<file path="src/rtl/psl_pkg.sv">
package psl_pkg;

    localparam logic [1:0] CMD_POISSON = 2'd0;
    localparam logic [1:0] CMD_UNIFORM = 2'd1;
    localparam logic [1:0] CMD_RESEED  = 2'd2;

    localparam int CMD_W   = 2;
    localparam int SEED_W  = 32;
    localparam int THR_W   = 33;
    localparam int COUNT_W = 8;
    localparam int UNI_W   = 31;
    localparam int OUT_W   = 48;

    localparam logic [16:0] LCG_MULT  = 17'd69069;
    localparam logic [31:0] DRAW_MASK = 32'h7FFF_FF00;
    localparam logic [32:0] THR_ONE   = 33'h1_0000_0000;

    typedef struct packed {
        logic latch_in;
        logic start;
        logic reseed;
        logic step_gen;
        logic mul;
        logic acc;
        logic inc_cnt;
        logic set_sat;
        logic take_uni;
        logic out_load;
    } t_dp_ctl;

    typedef struct packed {
        logic [CMD_W-1:0] cmd;
        logic             thr_ge_one;
        logic             masked_zero;
        logic             prod_le_thr;
        logic             cnt_at_max;
    } t_dp_sts;

endpackage

</file>
<file path="src/rtl/psl_ctrl.sv">
module psl_ctrl (
    input  logic             i_clk,
    input  logic             i_rst_n,
    input  logic             i_in_valid,
    output logic             o_in_ready,
    output logic             o_out_valid,
    input  logic             i_out_ready,
    input  psl_pkg::t_dp_sts i_sts,
    output psl_pkg::t_dp_ctl o_ctl
);
    import psl_pkg::*;

    localparam logic [2:0] S_IDLE = 3'd0;
    localparam logic [2:0] S_DISP = 3'd1;
    localparam logic [2:0] S_GEN  = 3'd2;
    localparam logic [2:0] S_CHK  = 3'd3;
    localparam logic [2:0] S_ACC  = 3'd4;
    localparam logic [2:0] S_CMP  = 3'd5;
    localparam logic [2:0] S_OUT  = 3'd6;

    logic [2:0] r_state;
    logic [2:0] n_state;
    logic       r_out_valid;
    logic       n_out_valid;
    t_dp_ctl    w_ctl;

    always_comb begin
        w_ctl   = '0;
        n_state = r_state;
        case (r_state)
            S_IDLE: begin
                if (i_in_valid) begin
                    w_ctl.latch_in = 1'b1;
                    n_state        = S_DISP;
                end
            end
            S_DISP: begin
                w_ctl.start = 1'b1;
                case (i_sts.cmd)
                    CMD_POISSON: n_state = i_sts.thr_ge_one ? S_OUT : S_GEN;
                    CMD_UNIFORM: n_state = S_GEN;
                    CMD_RESEED: begin
                        w_ctl.reseed = 1'b1;
                        n_state      = S_OUT;
                    end
                    default: n_state = S_OUT;
                endcase
            end
            S_GEN: begin
                w_ctl.step_gen = 1'b1;
                n_state        = S_CHK;
            end
            S_CHK: begin
                if (i_sts.masked_zero) begin
                    n_state = S_GEN;
                end else if (i_sts.cmd == CMD_UNIFORM) begin
                    w_ctl.take_uni = 1'b1;
                    n_state        = S_OUT;
                end else begin
                    w_ctl.mul = 1'b1;
                    n_state   = S_ACC;
                end
            end
            S_ACC: begin
                w_ctl.acc = 1'b1;
                n_state   = S_CMP;
            end
            S_CMP: begin
                if (i_sts.prod_le_thr) begin
                    n_state = S_OUT;
                end else if (i_sts.cnt_at_max) begin
                    w_ctl.set_sat = 1'b1;
                    n_state       = S_OUT;
                end else begin
                    w_ctl.inc_cnt = 1'b1;
                    n_state       = S_GEN;
                end
            end
            S_OUT: begin
                if (!r_out_valid || i_out_ready) begin
                    w_ctl.out_load = 1'b1;
                    n_state        = S_IDLE;
                end
            end
            default: n_state = S_IDLE;
        endcase
    end

    always_comb begin
        if (w_ctl.out_load) begin
            n_out_valid = 1'b1;
        end else if (i_out_ready) begin
            n_out_valid = 1'b0;
        end else begin
            n_out_valid = r_out_valid;
        end
    end

    always_ff @(posedge i_clk) begin
        if (!i_rst_n) begin
            r_state     <= S_IDLE;
            r_out_valid <= 1'b0;
        end else begin
            r_state     <= n_state;
            r_out_valid <= n_out_valid;
        end
    end

    assign o_in_ready  = (r_state == S_IDLE);
    assign o_out_valid = r_out_valid;
    assign o_ctl       = w_ctl;

    // a product step always follows an accepted nonzero draw
    a_acc_after_mul: assert property (@(posedge i_clk) disable iff (!i_rst_n)
        (r_state == S_ACC) |-> ($past(r_state) == S_CHK && !$past(i_sts.masked_zero)))
        else $error("accumulate without a preceding multiply");

    // a loaded result is never overwritten while still pending
    a_no_overwrite: assert property (@(posedge i_clk) disable iff (!i_rst_n)
        w_ctl.out_load |-> (!r_out_valid || i_out_ready))
        else $error("result beat overwritten");

    // uniform draws never enter the product loop
    a_uni_no_mul: assert property (@(posedge i_clk) disable iff (!i_rst_n)
        (r_state == S_ACC) |-> (i_sts.cmd == CMD_POISSON))
        else $error("product step on a non-poisson command");

endmodule

</file>
<file path="src/rtl/psl_dp.sv">
module psl_dp #(
    parameter int MAX_COUNT         = 255,
    parameter int PRODUCT_FRAC_BITS = 32
) (
    input  logic                       i_clk,
    input  logic                       i_rst_n,
    input  logic                       i_cfg_we,
    input  logic [psl_pkg::THR_W-1:0]  i_cfg_data,
    input  logic [psl_pkg::CMD_W-1:0]  i_cmd,
    input  logic [psl_pkg::SEED_W-1:0] i_seed,
    input  psl_pkg::t_dp_ctl           i_ctl,
    output psl_pkg::t_dp_sts           o_sts,
    output logic [psl_pkg::COUNT_W-1:0] o_count,
    output logic [psl_pkg::UNI_W-1:0]  o_uniform,
    output logic                       o_saturated,
    output logic                       o_seed_error
);
    import psl_pkg::*;

    localparam int PW = PRODUCT_FRAC_BITS + 1;
    localparam int HW = PW - 24;
    localparam int CW = $clog2(MAX_COUNT + 1);
    localparam int MW = 23;

    logic [THR_W-1:0]   r_thr;
    logic [SEED_W-1:0]  r_gen;
    logic [CMD_W-1:0]   r_cmd;
    logic [SEED_W-1:0]  r_seed;
    logic [PW-1:0]      r_prod;
    logic [HW+MW-1:0]   r_phi;
    logic [24+MW-1:0]   r_plo;
    logic [CW-1:0]      r_cnt;
    logic [UNI_W-1:0]   r_uni;
    logic               r_sat;
    logic               r_serr;
    logic [COUNT_W-1:0] r_o_count;
    logic [UNI_W-1:0]   r_o_uni;
    logic               r_o_sat;
    logic               r_o_serr;

    logic [48:0]   w_gen_mul;
    logic [MW-1:0] w_m;
    logic [PW-1:0] w_thr;
    logic [PW-1:0] n_prod;
    logic          w_seed_bad;

    assign w_gen_mul  = 49'(r_gen) * 49'(LCG_MULT);
    assign w_m        = r_gen[30:8];
    assign w_seed_bad = (r_seed[30:0] == 31'd0);
    assign n_prod     = PW'({r_phi, 1'b0}) + PW'(r_plo >> MW);

    generate
        if (PRODUCT_FRAC_BITS >= 32) begin : g_thr_up
            assign w_thr = PW'(r_thr[31:0]) << (PRODUCT_FRAC_BITS - 32);
        end else begin : g_thr_dn
            assign w_thr = PW'(r_thr[31:0] >> (32 - PRODUCT_FRAC_BITS));
        end
    endgenerate

    always_ff @(posedge i_clk) begin
        if (!i_rst_n) begin
            r_thr  <= THR_ONE;
            r_gen  <= 32'd1;
            r_cnt  <= '0;
            r_prod <= '0;
        end else begin
            if (i_cfg_we) begin
                r_thr <= i_cfg_data;
            end
            if (i_ctl.reseed && !w_seed_bad) begin
                r_gen <= r_seed;
            end else if (i_ctl.step_gen) begin
                r_gen <= w_gen_mul[31:0];
            end
            if (i_ctl.start) begin
                r_cnt  <= '0;
                r_prod <= PW'(1) << PRODUCT_FRAC_BITS;
            end else begin
                if (i_ctl.inc_cnt) begin
                    r_cnt <= CW'(r_cnt + 1'b1);
                end
                if (i_ctl.acc) begin
                    r_prod <= n_prod;
                end
            end
        end
    end

    always_ff @(posedge i_clk) begin
        if (i_ctl.latch_in) begin
            r_cmd  <= i_cmd;
            r_seed <= i_seed;
        end
        if (i_ctl.mul) begin
            r_phi <= (HW+MW)'(r_prod[PW-1:24]) * (HW+MW)'(w_m);
            r_plo <= (24+MW)'(r_prod[23:0]) * (24+MW)'(w_m);
        end
        if (i_ctl.start) begin
            r_uni  <= '0;
            r_sat  <= 1'b0;
            r_serr <= i_ctl.reseed && w_seed_bad;
        end else begin
            if (i_ctl.take_uni) begin
                r_uni <= r_gen[30:0] & DRAW_MASK[30:0];
            end
            if (i_ctl.set_sat) begin
                r_sat <= 1'b1;
            end
        end
        if (i_ctl.out_load) begin
            r_o_count <= COUNT_W'(r_cnt);
            r_o_uni   <= r_uni;
            r_o_sat   <= r_sat;
            r_o_serr  <= r_serr;
        end
    end

    assign o_sts.cmd         = r_cmd;
    assign o_sts.thr_ge_one  = r_thr[32];
    assign o_sts.masked_zero = (w_m == '0);
    assign o_sts.prod_le_thr = (r_prod <= w_thr);
    assign o_sts.cnt_at_max  = (r_cnt == CW'(MAX_COUNT));

    assign o_count      = r_o_count;
    assign o_uniform    = r_o_uni;
    assign o_saturated  = r_o_sat;
    assign o_seed_error = r_o_serr;

    // odd multiplier and rejected seeds keep the low 31 bits alive
    a_gen_live: assert property (@(posedge i_clk) disable iff (!i_rst_n)
        $past(i_rst_n) |-> (r_gen[30:0] != 31'd0))
        else $error("generator collapsed to a dead state");

    // the product only shrinks from one
    a_prod_le_one: assert property (@(posedge i_clk) disable iff (!i_rst_n)
        i_ctl.acc |=> (r_prod <= (PW'(1) << PRODUCT_FRAC_BITS)))
        else $error("product above one");

    a_cnt_step: assert property (@(posedge i_clk) disable iff (!i_rst_n)
        i_ctl.inc_cnt |=> (r_cnt == CW'($past(r_cnt) + 1'b1)
            && r_cnt <= CW'(MAX_COUNT)))
        else $error("draw counter stepped wrongly");

endmodule

</file>
<file path="src/rtl/poisson_sampler_lcg_top.sv">
// Poisson sampler on a 32-bit multiplicative generator (state * 69069). Each input beat carries
// a command in tuser (0 Poisson draw, 1 raw uniform draw, 2 reseed, 3 no-op) and the seed in
// tdata; each command returns exactly one result beat. The threshold register holds exp(-mean)
// in unsigned Q1.32; a value of 1.0 or above makes a Poisson draw return zero without stepping
// the generator. Reseed with a value whose low 31 bits are zero is refused and flags seed_error.
// One item is taken at a time. A reseed, a no-op or a trivial draw goes from dispatch straight to
// the result; a uniform draw first steps the generator and checks the draw. A Poisson draw runs one
// factor per drawn value, as each factor runs a generator multiply, a split 2-part product multiply,
// an accumulate and a threshold compare in turn; every rejected zero draw repeats the generator step
// and the check. A new beat is accepted while the previous result still waits in the output register.
module poisson_sampler_lcg_top #(
    parameter int MAX_COUNT         = 255,
    parameter int PRODUCT_FRAC_BITS = 32
) (
    input  logic                      i_clk,
    input  logic                      i_rst_n,
    input  logic                      i_s_tvalid,
    output logic                      o_s_tready,
    input  logic [psl_pkg::SEED_W-1:0] i_s_tdata,  // seed_value
    input  logic [psl_pkg::CMD_W-1:0] i_s_tuser,  // cmd
    output logic                      o_m_tvalid,
    input  logic                      i_m_tready,
    output logic [psl_pkg::OUT_W-1:0] o_m_tdata,  // count, uniform, saturated, seed_error
    input  logic                      i_cfg_valid,
    output logic                      o_cfg_ready,
    input  logic [psl_pkg::THR_W-1:0] i_cfg_data
);
    import psl_pkg::*;

    t_dp_ctl            w_ctl;
    t_dp_sts            w_sts;
    logic [COUNT_W-1:0] w_count;
    logic [UNI_W-1:0]   w_uniform;
    logic               w_sat;
    logic               w_serr;

    assign o_cfg_ready = 1'b1;

    psl_ctrl u_ctrl (
        .i_clk       (i_clk),
        .i_rst_n     (i_rst_n),
        .i_in_valid  (i_s_tvalid),
        .o_in_ready  (o_s_tready),
        .o_out_valid (o_m_tvalid),
        .i_out_ready (i_m_tready),
        .i_sts       (w_sts),
        .o_ctl       (w_ctl)
    );

    psl_dp #(
        .MAX_COUNT         (MAX_COUNT),
        .PRODUCT_FRAC_BITS (PRODUCT_FRAC_BITS)
    ) u_dp (
        .i_clk        (i_clk),
        .i_rst_n      (i_rst_n),
        .i_cfg_we     (i_cfg_valid),
        .i_cfg_data   (i_cfg_data),
        .i_cmd        (i_s_tuser),
        .i_seed       (i_s_tdata),
        .i_ctl        (w_ctl),
        .o_sts        (w_sts),
        .o_count      (w_count),
        .o_uniform    (w_uniform),
        .o_saturated  (w_sat),
        .o_seed_error (w_serr)
    );

    assign o_m_tdata = {7'd0, w_serr, w_sat, w_uniform, w_count};

endmodule
</file>
<file path="config.mk">
export PLATFORM = sky130hd
export DESIGN_NAME = poisson_sampler_lcg_top
export DESIGN_NICKNAME = d
export VERILOG_FILES = /design/src/rtl/psl_pkg.sv /design/src/rtl/psl_ctrl.sv /design/src/rtl/psl_dp.sv /design/src/rtl/poisson_sampler_lcg_top.sv
export SDC_FILE = /design/constraint.sdc
export NUM_CORES = 2
export LEC_CHECK = 0
export BUFFER_PORTS_ARGS = -buffer_cell sky130_fd_sc_hd__buf_4
export CAP_MARGIN = 5
export CORE_MARGIN = 4
export CORE_UTILIZATION = 62
export DETAILED_ROUTE_END_ITERATION = 10
export PLACE_DENSITY = 0.78
export SYNTH_ARGS = -nofsm -noshare
export SYNTH_HDL_FRONTEND = slang
export SYNTH_HIERARCHICAL = 1
export SYNTH_SLANG_ARGS = --single-unit
</file>
<file path="constraint.sdc">
create_clock -name i_clk -period 11.35 [get_ports i_clk]
set_clock_uncertainty 0.1 [all_clocks]
set_input_delay 0.5675 -clock i_clk [delete_from_list [all_inputs] [get_ports i_clk]]
set_output_delay 0.5675 -clock i_clk [all_outputs]
set_load 0.05 [all_outputs]
</file>
==> metrics.txt <==
Skew-Pair Late Insertion Delay=610 ps; CP max stage cell=dfxtp_1; number of vias per cell=5.73; Yosys cell types=91; Reg clk slew, reported paths=70 ps; delay-heaviest family, CP=adder cells; Avg Cell Area, Syn=9.51 sq um; CP Buf/Inv Count=7; Core Box Area=65900 sq um; CP max stage delay=960 ps; Worst Hold Class=primary input to flop; post-synthesis compound-gate area fraction=0.0592; effective utilization at floorplan=0.627; Synth Flop Type=dfxtp_1; XOR/XNOR Fraction of Synth Area=0.0250; clock power share=0.138; WHS Endpoint=u_dp/r_seed[26]$_DFFE_PP_; TritonCTS Buffers=28; Net Sw Frac=0.505; vias in the first global route=32400; Die H=266 um; die width=266 um; Tcrit/Tclk final=0.731; WL/cell=around 21 um; DRT iter0 DRCs=2442; Slew headroom=0.160; RePlAce Congestion=between 0.9 and 1; Synth top area share=0.361; crit path time final=around 8300 ps; post-detail-place hpwl=approximately 81 mm; ANT cells=0; largest cells by area after synthesis=fa_1 36%, ha_1 14%, edfxtp_1 8.9%, inv_1 8.6%, dfxtp_1 6.4%; Critical Path, Cell by Cell=buf_4 -> and2_1 -> fa_1 -> fa_1 -> inv_1 -> fa_1 -> inv_1 -> fa_1 -> inv_1 -> fa_1 -> inv_1 -> fa_1 -> inv_1 -> fa_1 -> inv_1 -> ha_1 -> nand2_1 -> nor3_1 -> o211ai_1 -> nand4b_1 -> nand3_1 -> a211oi_1 -> nor3_1 -> o211a_1; Final Non-Filler Cells=around 5200; Area Growth Syn to Fin=5.93%; share of cells above drive strength 1=0.0582; GRT Util Overall=0.314; Cells after DPL=5176; Max VDD drop=0.316 mV; post-synthesis sequential area ratio=0.154; # hold bufs at CTS=0; Psw=3.39 mW; Max Cap Viol=0; PwrDens=153 nW/um^2; row count=94; worst reg2reg path depth=24; Crit Path Class=flop to flop; total internal power=3.32 mW; setup TNS=0 ps; Lkg Pwr=around 21 nW; Num Clock Sinks=256; sequential share of power=0.183; Residual DRC=0; RSZ-0062 raised after global routing=no; Critical Path Source Type=flop; Mapped Area=~41000 sq um; final setup fails=0; Fin. Hold Viols=0; R2R Path End=u_dp/r_plo[45]$_DFFE_PP_; Root Driver=clkbuf_16; area post-placement=between 40000 and 50000 sq um; Boundary Pins=123; post-route ant nets=0; CP Data Required Time=11610 ps; number of synthesized flops with an enable pin=between 100 and 150; Max Freq=0.121 GHz; Synth Area in Simple Gates=0.134; critical path data arrival time=8550 ps; most common cell in the netlist=inv_1; Final Cell Area=43800 sq um; final wirelength=108 mm; routed vias=roughly 30000; Worst R2R Start=u_dp/r_gen[15]$_SDFFE_PN0N_; Post-Synthesis Cells=4347; Critical Path Most Common Cell=fa_1; cell depth of the worst min-delay path=1; Yosys top cell by area=fa_1; combinational power share=0.679; HP Start=i_s_tdata[26]; crit end category=flop; Worst-Margin Slew=about 1300 ps; Max Slew Vio Count=0; # port buffers=105; Post-CTS Setup Bufs=0; post-synthesis adder-cell area fraction=0.497; #FFs+latches synth=256; largest net degree at the start of global routing=57; nets@finish=5609; total congestion overflow=0; H-tree levels=1; critical path fanouts, max=25; Yosys warnings=6; initial antenna violation count=0; die area=70800 sq um; post-CTS sizing=0; Clock Path Buffers=3; internal reg-to-reg setup slack=3060 ps; first-pass GRT wire length=174 mm; async set-or-reset flop fraction in the synthesized netlist=0; top cells by count, synth=947 x inv_1, 746 x fa_1, 494 x nand2_1; Post-Route Utilization=0.665; mux cell area share after synthesis=0.0226; combinational family with the most area after synthesis=adder cells; TritonCTS clock tree=built; DRT Pass-1 Iters=5; status=finished, final reports clean
-- worst max path at each step --
| stage | endpoint | cells past startpoint | from |
|---|---|---|---|
| after floorplan | u_dp/r_plo[35]$_DFFE_PP_ | 26 | u_dp/r_gen[10]$_SDFFE_PN0N_ |
| after detailed placement | u_dp/r_plo[45]$_DFFE_PP_ | 24 | u_dp/r_gen[13]$_SDFFE_PN0N_ |
| after global routing | u_dp/r_plo[43]$_DFFE_PP_ | 26 | u_dp/r_gen[15]$_SDFFE_PN0N_ |
| after global placement | u_dp/r_plo[45]$_DFFE_PP_ | 24 | u_dp/r_gen[15]$_SDFFE_PN0N_ |
| after CTS | u_dp/r_plo[45]$_DFFE_PP_ | 24 | u_dp/r_gen[13]$_SDFFE_PN0N_ |
| final | u_dp/r_plo[45]$_DFFE_PP_ | 24 | u_dp/r_gen[15]$_SDFFE_PN0N_ |
-- layout make-up --
| type | count | area [sq um] |
|---|---|---|
| clock inverter | 15 | 131 |
| sequential | 256 | 6360 |
| tap | 864 | 1080 |
| multi-input combinational | 2942 | 30600 |
| inverter | 947 | 3550 |
| timing repair buffer | 167 | 1250 |
| clock buffer | 37 | 807 |
| fill | 5167 | 22100 |
-- metrics by stage --
| stage | setup slack, ps | total power, mW | hold slack [ps] |
|---|---|---|---|
| after floorplan | 4440 | 4.50 | 300 |
| after global placement | 3290 | 5.53 | 312 |
| after detailed placement | 3300 | 5.67 | 314 |
| after CTS | 3210 | 6.65 | 18.8 |
| after global routing | 2860 | 7.31 | 26.7 |
| final | 3060 | 6.72 | 34.6 |
-- registers in the layout, indices dropped and copies added (netlist names) --
register and flops:
u_dp/r_prod 33, u_dp/r_thr 33, u_dp/r_phi 32, u_dp/r_gen 31, u_dp/r_seed 31, u_dp/r_plo 24, u_dp/o_uniform 23, u_dp/r_uni 23
u_dp/o_count 8, u_dp/r_cnt 8, u_ctrl/r_state 3, u_dp/r_cmd 2, u_ctrl/o_out_valid 1, u_dp/o_saturated 1, u_dp/o_seed_error 1, u_dp/r_sat 1
u_dp/r_serr 1
-- kinds of logic after synthesis --
| kind of cell | after synthesis |
|---|---|
| adder cells (fa/ha/maj) | 1195 |
| buffers and inverters | 1162 |
| AND/OR/NAND/NOR | 1157 |
| AO/OA/AOI/OAI | 363 |
| flip-flops | 256 |
| XOR/XNOR | 118 |
| multiplexers | 93 |
| other | 3 |
-- placed cells by master (no fill, tap or decap), types with 9 or more instances in the layout --
cell type	synthesis	layout
a211oi_1	17	17
a21o_1	48	48
a21oi_1	103	103
and2_1	303	303
and3_1	11	11
buf_4	20	167
clkbuf_16	0	30
conb_1	3	16
dfxtp_1	133	129
edfxtp_1	123	123
fa_1	746	746
ha_1	449	449
inv_1	947	946
mux2i_1	92	92
nand2_1	494	494
nand2b_1	19	19
nand3_1	23	23
nand4_1	20	20
nor2_1	202	201
nor2b_1	17	17
nor3_1	20	19
o211ai_1	9	9
o21a_1	22	22
o21ai_0	70	69
o21ai_1	15	15
o21bai_1	10	10
or3_1	10	10
xnor2_1	88	88
xor2_1	30	30
-- power by group through the flow --
| stage | Clock (mW) | Sequential (mW) | Combinational [mW] |
|---|---|---|---|
| floorplan | 0 | 1.16 | 3.34 |
| global placement | 0 | 1.24 | 4.30 |
| detailed placement | 0 | 1.24 | 4.43 |
| CTS | 0.948 | 1.22 | 4.48 |
| global route | 0.979 | 1.23 | 5.10 |
| finish | 0.926 | 1.23 | 4.56 |
-- routing by layer --
layer / share of wire / GRT usage / vias up / routed length, um
met2: 0.47 / 0.516 / 1387 / 50100
met5: 0 / 0 / - / 0
met3: 0.088 / 0.0519 / 323 / 9520
met1: 0.38 / 0.406 / 15000 / 41200
li1: - / - / 13200 / -
met4: 0.064 / 0.159 / 0 / 6880
No activity file was read; power rests on OpenSTA's default activity.
